[src/rtl/mjp_pkg.sv]
// ----------------------------------------------------------------------------
// mjp_pkg
// Shared widths, fixed-point constants and the pipeline tag for the
// minimum-jerk interpolator.
// ----------------------------------------------------------------------------
package mjp_pkg;

   localparam int FRAC_BITS  = 24;
   localparam int S_W        = FRAC_BITS + 1;   // Q0.24 fraction, 1.0 included
   localparam int H_W        = FRAC_BITS + 5;   // signed Horner accumulator
   localparam int POS_W      = 32;
   localparam int DIFF_W     = POS_W + 1;
   localparam int SPAN_W     = 13;
   localparam int DIV_BITS   = 4;               // quotient bits per divider stage
   localparam int DIV_STAGES = (S_W - 1) / DIV_BITS;
   localparam int HORNER_STEPS = 4;

   localparam int ONE_INT = 1 << FRAC_BITS;
   localparam logic signed [H_W-1:0] ONE_H      = H_W'(ONE_INT);
   localparam logic signed [H_W-1:0] H_MINUS_15 = H_W'(-15 * ONE_INT);
   localparam logic signed [H_W-1:0] H_TEN      = H_W'(10 * ONE_INT);

   typedef struct packed {
      logic                     valid;
      logic                     invalid;
      logic signed [POS_W-1:0]  start_pos;
      logic signed [DIFF_W-1:0] diff;
   } tag_type;

endpackage

[src/rtl/mjp_horner_step.sv]
// ----------------------------------------------------------------------------
// mjp_horner_step
// One Horner step of the blend polynomial: h' = floor(h * s) + c, with a
// register after the multiply and one after the floor and add.
// ----------------------------------------------------------------------------
module mjp_horner_step #(
   parameter logic signed [mjp_pkg::H_W-1:0] ADD_CONST = '0
) (
   input  logic                            clock,
   input  logic                            reset,
   input  mjp_pkg::tag_type                tag_in,
   input  logic signed [mjp_pkg::H_W-1:0]  h_in,
   input  logic [mjp_pkg::S_W-1:0]         s_in,
   output mjp_pkg::tag_type                tag_out,
   output logic signed [mjp_pkg::H_W-1:0]  h_out,
   output logic [mjp_pkg::S_W-1:0]         s_out
);
   import mjp_pkg::*;

   localparam int PROD_W = H_W + S_W + 1;

   tag_type                  tag_a_ff, tag_b_ff;
   logic signed [PROD_W-1:0] prod_ff, prod_in;
   logic [S_W-1:0]           s_a_ff, s_b_ff;
   logic signed [H_W-1:0]    h_ff, h_in_v;

   assign prod_in = h_in * $signed({1'b0, s_in});
   // arithmetic shift floors toward minus infinity
   assign h_in_v  = H_W'(prod_ff >>> FRAC_BITS) + ADD_CONST;

   always_ff @(posedge clock) begin
      tag_a_ff <= tag_in;
      prod_ff  <= prod_in;
      s_a_ff   <= s_in;
      tag_b_ff <= tag_a_ff;
      h_ff     <= h_in_v;
      s_b_ff   <= s_a_ff;
      if (reset) begin
         tag_a_ff.valid <= 1'b0;
         tag_b_ff.valid <= 1'b0;
      end
   end

   assign tag_out = tag_b_ff;
   assign h_out   = h_ff;
   assign s_out   = s_b_ff;

endmodule

[config.mk]
export PLATFORM = sky130hd
export DESIGN_NAME = mjp_horner_step
export DESIGN_NICKNAME = d
export VERILOG_FILES = /design/src/rtl/mjp_pkg.sv /design/src/rtl/mjp_horner_step.sv
export SDC_FILE = /design/constraint.sdc
export NUM_CORES = 2
export LEC_CHECK = 0
export BUFFER_PORTS_ARGS = -buffer_cell sky130_fd_sc_hd__buf_4
export CORE_MARGIN = 5
export CORE_UTILIZATION = 25
export CTS_CLUSTER_SIZE = 30
export DETAILED_ROUTE_END_ITERATION = 10
export PLACE_DENSITY_LB_ADDON = 0.25
export SLEW_MARGIN = 20
export SYNTH_ARGS = -nofsm -noshare
export SYNTH_HDL_FRONTEND = slang
export SYNTH_SLANG_ARGS = --single-unit
[constraint.sdc]
create_clock -name clock -period 9.1 [get_ports clock]
set_input_delay 0.91 -clock clock [delete_from_list [all_inputs] [get_ports clock]]
set_output_delay 0.91 -clock clock [all_outputs]
set_load 0.005 [all_outputs]
==> impl_summary.log <==
[metrics] DRC violations left: 0
[metrics] root buf cell: sky130_fd_sc_hd__clkbuf_16
[metrics] final-report hold violation count: 0
[metrics] post-synthesis compound-gate area fraction: 0.0249
[metrics] Setup Fix Bufs, Post-CTS: 0
[metrics] required time reported for the critical path endpoint: 9670 ps
[metrics] maximum number of pins on one net before global-route repair: 32
[metrics] number of buffers and inverters on the critical path: 6
[metrics] clock tree from TritonCTS: built
[metrics] number of global-route vias before repair: 22,258
[metrics] H-tree lvl count: 1
[metrics] RR Startpoint: tag_a_ff[66]
[metrics] latest clock arrival within the worst-skew pair: 620 ps
[metrics] worst slack at placement: 947 ps
[metrics] largest family of logic cells by synthesized area: adder cells
[metrics] Mapped Nets: 4,026
[metrics] wire length per cell after detailed routing: 17.3 um
[metrics] Async SR Flop Fraction: 0
[metrics] arrival time at the worst endpoint: 8030 ps
[metrics] Die Span X: 358 um
[metrics] crit-path max FO: 30
[metrics] global-route wire length before repair: 132,000 um
[metrics] total wire length: 82,900 um
[metrics] antenna violations before repair: 6
[metrics] Core Footprint: 0.120 sq mm
[metrics] final max-slew violation count: 0
[metrics] Critical Path Start: s_in[17]
[metrics] count of hold buffers inserted by post-cts repair: 0
[metrics] final setup TNS: 0 ps
[metrics] Post-CTS Resized: 0
[metrics] category of the most critical setup path: in -> reg
[metrics] number of nets with antenna violations after detailed routing: 0
[metrics] shortest period the worst path allows: 7460 ps
[metrics] Pre-Repair DR Iteration Count: 5
[metrics] Post-Synth Simple-Gate Area: 0.140
[metrics] peak clock frequency supported by timing: 134 MHz
[metrics] HPWL after detailed placement: 67,300 um
[metrics] vertical die dimension: 358 um
[metrics] vias: 19,330
[metrics] cells traversed along the worst timing path: buf_4 > nand2_1 > fa_1 > inv_1 > fa_1 > inv_1 > fa_1 > inv_1 > fa_1 > fa_1 > fa_1 > inv_1 > fa_1 > inv_1 > ha_1 > nand2_1 > nor3_1 > o2111ai_1 > a31oi_1 > o21ai_0 > a21oi_1 > o21ai_0 > a21oi_1 > and2_1
[metrics] fin crit share: 0.820
[metrics] Syn. warnings: 0
[metrics] Die Outline Area: 0.128 sq mm
[metrics] crit-path max cell delay: 660 ps
[metrics] # rows: 127
[metrics] Longest Clk Path Bufs: 3
[metrics] cell with the largest stage delay on the worst path: sky130_fd_sc_hd__a31oi_1
[metrics] Slew headroom: 0.334
[metrics] Worst Slack Setup Final: 1640 ps
[metrics] number of enable-type register cells in the synthesized netlist: 0
[metrics] DRC violation total after the first TritonRoute iteration: 870
[metrics] Critical Path Most Common Cell: sky130_fd_sc_hd__fa_1
[metrics] number of buffers created by CTS: 29
[metrics] fraction of layout cells with a size suffix above 1: 0.0982
[metrics] outcome: completed
[metrics] clk sinks: 242
[metrics] aggregate global routing overflow: 0
[metrics] kind of launch point of the worst setup path: primary input
[metrics] clock slew at reported path FFs: 60 ps
[metrics] average size of a mapped cell: 10.0 sq um
[metrics] share of the synthesized netlist area taken by xor and xnor gates: 0.0133
[metrics] Worst setup EP type: flip-flop
[metrics] Worst-Margin Slew: 991 ps
[metrics] Mapped Cells: 3,021
[metrics] #FFs+latches synth: 242
[metrics] area overhead of the layout relative to synthesis: 14.3%
[metrics] Tot GR Track Use: 0.134
[metrics] setup repair after global routing missed its margin: no
[metrics] final-stage net count: 4,169
[metrics] Post-Synth Adder-Cell Area: 0.546
[metrics] Post-Synthesis Cell Area: 0.0303 sq mm
[metrics] sequential fraction of the synthesis area: 0.160
[metrics] number of distinct library cell variants in the gate-level netlist after synthesis: 47
[metrics] initial standard-cell utilization of the core: 0.252
[metrics] Port Buffer Count: 243
[metrics] class of the tightest hold or removal check: reg -> reg
[metrics] # setup viols final: 0
[metrics] final hold slack: 322 ps
[metrics] Post-synth top flop: sky130_fd_sc_hd__dfxtp_1
[metrics] I/O pin total: 244
[metrics] max-capacitance violation count: 0
[metrics] GPL Wtd Cong: 0.772
[metrics] via density per instance: 4.03
[metrics] Top Family by Delay on Critical Path: adder cells
[metrics] Hold Path Origin: s_a_ff[2]
[metrics] setup skew after layout: 29.4 ps
[metrics] mux contribution to synthesized area: 0
-- logic make-up after synthesis --
kind of cell               after synthesis
AOI/OAI and AO/OA                      110
xor gates and xnor gates                46
adders and majority gates              882
buffers and inverters                  941
DFF                                    242
and+or+nand+nor                        800
-- stage by stage --
stage / utilization / instances / instance area [sq um]
floorplan: - / 3021 / 30300
global placement: 0.280 / 4745 / 33700
detailed placement: 0.280 / 4745 / 33700
CTS: 0.288 / 4798 / 34700
global route: 0.288 / 4799 / 34700
finish: 0.288 / 4799 / 34700
-- state kept, by name, summed over array words and instances (netlist names) --
signal	flops
h_out	29
tag_a_ff	67
s_out	25
prod_ff	29
s_a_ff	25
tag_out	67
-- final cells by class --
| cell class | count | area (sq um) |
|---|---|---|
| diodes | 1 | 2.50 |
| clock buffers | 34 | 774 |
| clock inverters | 19 | 209 |
| fillers | 12754 | 85600 |
| inverters | 808 | 3030 |
| multi-input cells | 1838 | 22000 |
| flip-flops and latches | 242 | 4840 |
| well taps | 1612 | 2020 |
| repair buffers | 245 | 1840 |
-- cells in the final DEF (no fill, tap or decap), drive strengths merged, types with 19 or more instances in the layout --
cell | Yosys | final
nor2 | 19 | 19
a21oi | 38 | 38
inv | 808 | 813
buf | 2 | 245
fa | 736 | 736
clkbuf | 131 | 34
and2 | 451 | 451
dfxtp | 242 | 242
ha | 146 | 146
o21ai | 20 | 20
xnor2 | 32 | 32
nand2 | 291 | 291
-- final timing paths --
path,endpoint,slack (ps),depth (start not counted)
max,prod_ff[40],1640,24
min,s_out[2],320,0
max reg2reg,tag_out[66],8600,1
min reg2reg,s_out[2],320,0
-- Yosys cell counts, drive strengths merged, types with 2 or more instances --
| library cell | count | area share |
|---|---|---|
| nand3 | 8 | 0.0015 |
| nor2 | 19 | 0.0024 |
| o211ai | 5 | 0.0014 |
| o21bai | 5 | 0.0012 |
| and2 | 451 | 0.093 |
| xnor2 | 32 | 0.0092 |
| clkbuf | 131 | 0.016 |
| a211oi | 4 | 0.00099 |
| dfxtp | 242 | 0.16 |
| and3 | 3 | 0.00062 |
| o21ai | 20 | 0.0042 |
| inv | 808 | 0.10 |
| ha | 146 | 0.060 |
| nand2b | 2 | 0.00041 |
| fa | 736 | 0.49 |
| buf | 2 | 0.00041 |
| a31oi | 5 | 0.0010 |
| nor3 | 6 | 0.0013 |
| o21a | 7 | 0.0020 |
| a21oi | 38 | 0.0064 |
| xor2 | 14 | 0.0040 |
| nor2b | 6 | 0.0012 |
| nand2 | 291 | 0.036 |
| a2111oi | 3 | 0.0015 |
| a21o | 17 | 0.0042 |
| nand4 | 10 | 0.0023 |
-- layer usage --
layer	share of wire	vias to the layer above	routed length (um)	track usage
li1	-	8782	-	-
met1	0.44	10103	36300	0.178
met2	0.50	359	41200	0.235
met3	0.042	86	3500	0.0169
met4	0.023	0	1910	0.0288
met5	0	-	0	0
Power is left out: the tool's default activity adds up to more than one toggle a clock period on the data nets, which glitch-free logic cannot reach.
