$ cat src/rtl/mjp_pkg.sv
// ----------------------------------------------------------------------------
// mjp_pkg
// Shared widths, fixed-point constants and the pipeline tag for the
// minimum-jerk interpolator.
// ----------------------------------------------------------------------------
package mjp_pkg;

   localparam int FRAC_BITS  = 24;
   localparam int S_W        = FRAC_BITS + 1;   // Q0.24 fraction, 1.0 included
   localparam int H_W        = FRAC_BITS + 5;   // signed Horner accumulator
   localparam int POS_W      = 32;
   localparam int DIFF_W     = POS_W + 1;
   localparam int SPAN_W     = 13;
   localparam int DIV_BITS   = 4;               // quotient bits per divider stage
   localparam int DIV_STAGES = (S_W - 1) / DIV_BITS;
   localparam int HORNER_STEPS = 4;

   localparam int ONE_INT = 1 << FRAC_BITS;
   localparam logic signed [H_W-1:0] ONE_H      = H_W'(ONE_INT);
   localparam logic signed [H_W-1:0] H_MINUS_15 = H_W'(-15 * ONE_INT);
   localparam logic signed [H_W-1:0] H_TEN      = H_W'(10 * ONE_INT);

   typedef struct packed {
      logic                     valid;
      logic                     invalid;
      logic signed [POS_W-1:0]  start_pos;
      logic signed [DIFF_W-1:0] diff;
   } tag_type;

endpackage

$ cat src/rtl/mjp_div_stage.sv
// ----------------------------------------------------------------------------
// mjp_div_stage
// One registered stage of the restoring divider that forms step / span as a
// Q0.24 fraction, a few quotient bits per stage.
// ----------------------------------------------------------------------------
module mjp_div_stage #(
   parameter int DIV_W = 13
) (
   input  logic                     clock,
   input  logic                     reset,
   input  mjp_pkg::tag_type         tag_in,
   input  logic [DIV_W-1:0]         rem_in,
   input  logic [DIV_W-1:0]         den_in,
   input  logic [mjp_pkg::S_W-1:0]  quo_in,
   output mjp_pkg::tag_type         tag_out,
   output logic [DIV_W-1:0]         rem_out,
   output logic [DIV_W-1:0]         den_out,
   output logic [mjp_pkg::S_W-1:0]  quo_out
);
   import mjp_pkg::*;

   tag_type          tag_ff;
   logic [DIV_W-1:0] rem_ff, rem_in_v;
   logic [DIV_W-1:0] den_ff;
   logic [S_W-1:0]   quo_ff, quo_in_v;
   logic [DIV_W+1:0] trial;

   always_comb begin
      rem_in_v = rem_in;
      quo_in_v = quo_in;
      trial    = '0;
      for (int i = 0; i < DIV_BITS; i++) begin
         // remainder stays below the divisor, so twice it fits when it loses
         trial = {1'b0, rem_in_v, 1'b0} - {2'b00, den_in};
         if (!trial[DIV_W+1]) begin
            rem_in_v = trial[DIV_W-1:0];
         end else begin
            rem_in_v = {rem_in_v[DIV_W-2:0], 1'b0};
         end
         quo_in_v = {quo_in_v[S_W-2:0], ~trial[DIV_W+1]};
      end
   end

   always_ff @(posedge clock) begin
      tag_ff <= tag_in;
      rem_ff <= rem_in_v;
      den_ff <= den_in;
      quo_ff <= quo_in_v;
      if (reset) begin
         tag_ff.valid <= 1'b0;
      end
   end

   assign tag_out = tag_ff;
   assign rem_out = rem_ff;
   assign den_out = den_ff;
   assign quo_out = quo_ff;

   a_rem_below_den: assert property (@(posedge clock) disable iff (reset)
      tag_ff.valid && !tag_ff.invalid |-> rem_ff < den_ff)
      else $error("divider remainder not below divisor");

endmodule

$ cat config.mk
export PLATFORM = sky130hd
export DESIGN_NAME = mjp_div_stage
export DESIGN_NICKNAME = d
export VERILOG_FILES = /design/src/rtl/mjp_pkg.sv /design/src/rtl/mjp_div_stage.sv
export SDC_FILE = /design/constraint.sdc
export NUM_CORES = 1
export LEC_CHECK = 0
export BUFFER_PORTS_ARGS = -buffer_cell sky130_fd_sc_hd__buf_2
export CAP_MARGIN = 25
export CORE_UTILIZATION = 35
export DETAILED_ROUTE_END_ITERATION = 8
export GPL_TIMING_DRIVEN = 0
export HOLD_SLACK_MARGIN = 0.08
export PLACE_DENSITY = 0.66
export REMOVE_ABC_BUFFERS = 1
export SLEW_MARGIN = 10
export SYNTH_ARGS = -nofsm -noshare
export SYNTH_HDL_FRONTEND = slang
export SYNTH_SLANG_ARGS = --single-unit
$ cat constraint.sdc
create_clock -name clock -period 11.75 [get_ports clock]
set_input_delay 0.5875 -clock clock [delete_from_list [all_inputs] [get_ports clock]]
set_output_delay 0.5875 -clock clock [all_outputs]
set_load 0.005 [all_outputs]
==> summary.txt <==
PLACED DESIGN
----------------------------------------------------------------------------------------
Instance area after placement                                               0.006709 mm²
Cell count after placement                                                           943
Post-place setup slack                                                          1.297 ns
Final HPWL from detailed placement                                              12.06 mm
Buffers on Ports                                                                     233
Final RePlAce weighted congestion                                                 0.8498

CELLS AND AREA
----------------------------------------------------------------------------------------
Share of layout cells above drive strength 1                                      0.3957
Leading cell type in the layout, fill and taps excluded                     sky130_fd_sc_hd__buf_2
Final-stage net count                                                                947
Commonest cells after routing, fill and taps aside                          233 x sky130_fd_sc_hd__buf_2, 118 x sky130_fd_sc_hd__dfxtp_1, 50 x sky130_fd_sc_hd__nor2_1
Area of all placed cells without fillers                                    0.007350 mm²
Final core utilization                                                            0.5000
Signed area change from the synthesized netlist to the final layout               37.69%
Number of standard cells in the layout, taps in and fillers out                      975
Number of antenna repair diodes                                                        0

HOLD PATH
----------------------------------------------------------------------------------------
Hold Crit Class                                                                in -> reg
Number of cells traversed by the worst hold path                                       1
Critical hold path startpoint                                                  tag_in[6]

SYNTH
----------------------------------------------------------------------------------------
Count of unique library cells instantiated by Yosys                                   70
Gate count of the mapped netlist                                                     530
Synthesized cell area                                                       0.005338 mm²
Number of warnings issued by yosys                                                     0
Number of flip-flops and latches in the synthesized netlist                          118
Number of flops mapped to enable cells by yosys                                        0
Synthesized area divided by synthesized cell count                             10.07 µm²
Async SR Flop Fraction                                                                 0
Post-synthesis sequential area ratio                                              0.4426
Primary flip-flop cell chosen by synthesis mapping                          sky130_fd_sc_hd__dfxtp_1

POWER
----------------------------------------------------------------------------------------
Fraction of power consumed by sequential logic                                     0.236
Clock power share                                                                  0.283
Power density cells                                                         268.1 mW/mm²
Tot Pwr                                                                         1.971 mW
P_sw                                                                           0.6795 mW
Switching part of the total                                                       0.3448
Leak Pwr                                                                        3.613 nW
Max IR drop VDD                                                                 137.0 µV
Proportion of power drawn by combinational gates                                   0.481
Internal power                                                                  1.291 mW

CLOCK NETWORK
----------------------------------------------------------------------------------------
Worst-case clock buffer depth                                                          2
Clock slew at the register clock pins of the worst setup and hold paths          0.06 ns
Total number of clock tree sinks                                                     118
Clock tree from TritonCTS                                                           done
Clock root buffer                                                           sky130_fd_sc_hd__clkbuf_16
Total clock buffers created by CTS                                                    17
Post-CTS setup-driven buffer insertion count                                           0
Number of instances resized during post-cts repair                                     0
Hold buffers post-CTS                                                                  0
CTS H-tree depth                                                                       4

SETUP PATH
----------------------------------------------------------------------------------------
Combined buffer and inverter count along the critical path                             6
Levels on crit path                                                                   37
Crit Path Max Fanout                                                                  13
Classification of the worst setup path                                         in -> reg
Crit end category                                                              flip-flop
Max stage delay cell, worst path                                            sky130_fd_sc_hd__nor2_2
Crit start category                                                         primary input
Data arrival time of the critical path                                          10.39 ns
Data required, critical path                                                    12.04 ns
Worst path top cell family by delay                                         compound AO/OA/AOI/OAI gates
Source of the critical timing path                                             den_in[7]
Max incr delay on CP                                                             0.59 ns
Most numerous cell on the critical path                                     sky130_fd_sc_hd__ha_1

DRT
----------------------------------------------------------------------------------------
Routed Antenna Nets                                                                    0
Number of vias after detailed routing                                              4,705
Number of design rule violations left after detail routing                            23
Detail-routed via count per cell                                                   4.826
Final wirelength                                                                14.81 mm
Drt wl/cell                                                                     15.19 µm
Drt first pass iters                                                                   9
Starting DRT DRC Count                                                               224

DIE
----------------------------------------------------------------------------------------
Die Span X                                                                      125.5 µm
Core region area                                                             0.01470 mm²
Floorplan die area                                                           0.01575 mm²
Row count                                                                             44
Die height                                                                      125.5 µm
Starting Density                                                                  0.3631
Boundary pin count                                                                   238

STA
----------------------------------------------------------------------------------------
Sum of negative setup slack                                                         0 ns
Tightest slew margin relative to the limit                                        0.4831
Number of failing hold endpoints at the final stage                                    0
Final-report max-slew violation count                                                  0
Setup violation total in the final timing report                                       0
Slack of the critical path                                                      1.650 ns
Portion of the clock cycle consumed by the worst path in the final layout         0.8595
Measured slew at the worst slew-check pin                                      0.7558 ns
Period minus WS final                                                           10.10 ns
F_max                                                                          99.01 MHz
Unrepaired setup endpoints after global routing                                       no
Final hold slack                                                               0.2723 ns

GRT
----------------------------------------------------------------------------------------
Via count of the first global-routing pass                                         4,431
First-pass GRT wire length                                                      22.90 mm
Number of antenna violations at the first check in global routing                      0
GRT Residual Overflow                                                                  0
Maximum number of pins on one net before global-route repair                          17
Total routing resource utilization after global routing                           0.1900

JOB
----------------------------------------------------------------------------------------
Number of maximum-capacitance violations                                               0

STATUS
----------------------------------------------------------------------------------------
Run status                                                                  complete, but fails checks
Failing checks                                                              design-rule violations

[cell families after synthesis]
logic type                 share of synthesized area
AOI/OAI and AO/OA                             0.1749
and+or+nand+nor                               0.1278
DFF                                           0.4426
adders and majority gates                     0.1163
buffers and inverters                        0.02930
muxes                                        0.06493
xor gates and xnor gates                     0.04430
[per-layer routing]
layer  vias up  routed length, µm  GRT usage
met5         -                  0          0
met4         0                135    0.05739
met3        10                983    0.06162
met2       157               7356     0.3350
met1      2142               6338     0.2171
li1       2396                  -          -
[state kept, by name, indices dropped and copies added (netlist names)]
name / cells
den_out: 13
quo_out: 25
rem_out: 13
tag_out: 67
[power groups by stage]
stage / registers (mW) / clock network (mW) / logic (mW)
floorplan: 0.484 / 0 / 0.727
detailed placement: 0.474 / 0 / 0.943
finish: 0.465 / 0.558 / 0.948
global placement: 0.473 / 0 / 0.932
global route: 0.469 / 0.589 / 1.06
CTS: 0.465 / 0.569 / 0.952
[synth_stat cells, drive strengths merged (2+ instances only)]
cell type	n	area [µm²]
a211o	2	17.52
nand2b	8	50.05
nor3	10	50.05
o2111ai	3	32.53
inv	35	131.4
o21bai	4	30.03
ha	48	600.6
and3	8	51.30
nand3	8	40.04
o21a	6	46.30
nand2	19	71.32
mux2	26	326.6
a21oi	33	172.7
nor2b	6	37.54
a22oi	2	15.01
a211oi	6	45.04
xnor2	19	166.4
and4	2	20.02
a21boi	7	52.55
dfxtp	118	2362
a21o	9	67.56
buf	3	21.27
xor2	8	70.07
o211a	2	20.02
mux2i	2	20.02
o221a	2	22.52
o31a	2	17.52
a31o	4	43.80
o31ai	2	15.01
or3	6	37.54
nor2	52	205.2
or2	3	18.77
and2	3	18.77
o21ai	33	165.2
a31oi	6	43.79
o211ai	2	15.01
nor4	4	40.04
[path summary, 6_finish.rpt]
check	end
setup / recovery	rem_out[12]$_DFF_P_
hold / removal	tag_out[6]$_DFF_P_
[layout make-up]
class	instances	area, µm²
clock buffer	17	425.4
multi-input combinational	373	2819
sequential	118	2362
inverter	35	131.4
clock inverter	15	215.2
fill	1395	7350
tap	184	230.2
timing repair buffer	233	1166
No activity file was read; power rests on OpenSTA's default activity.
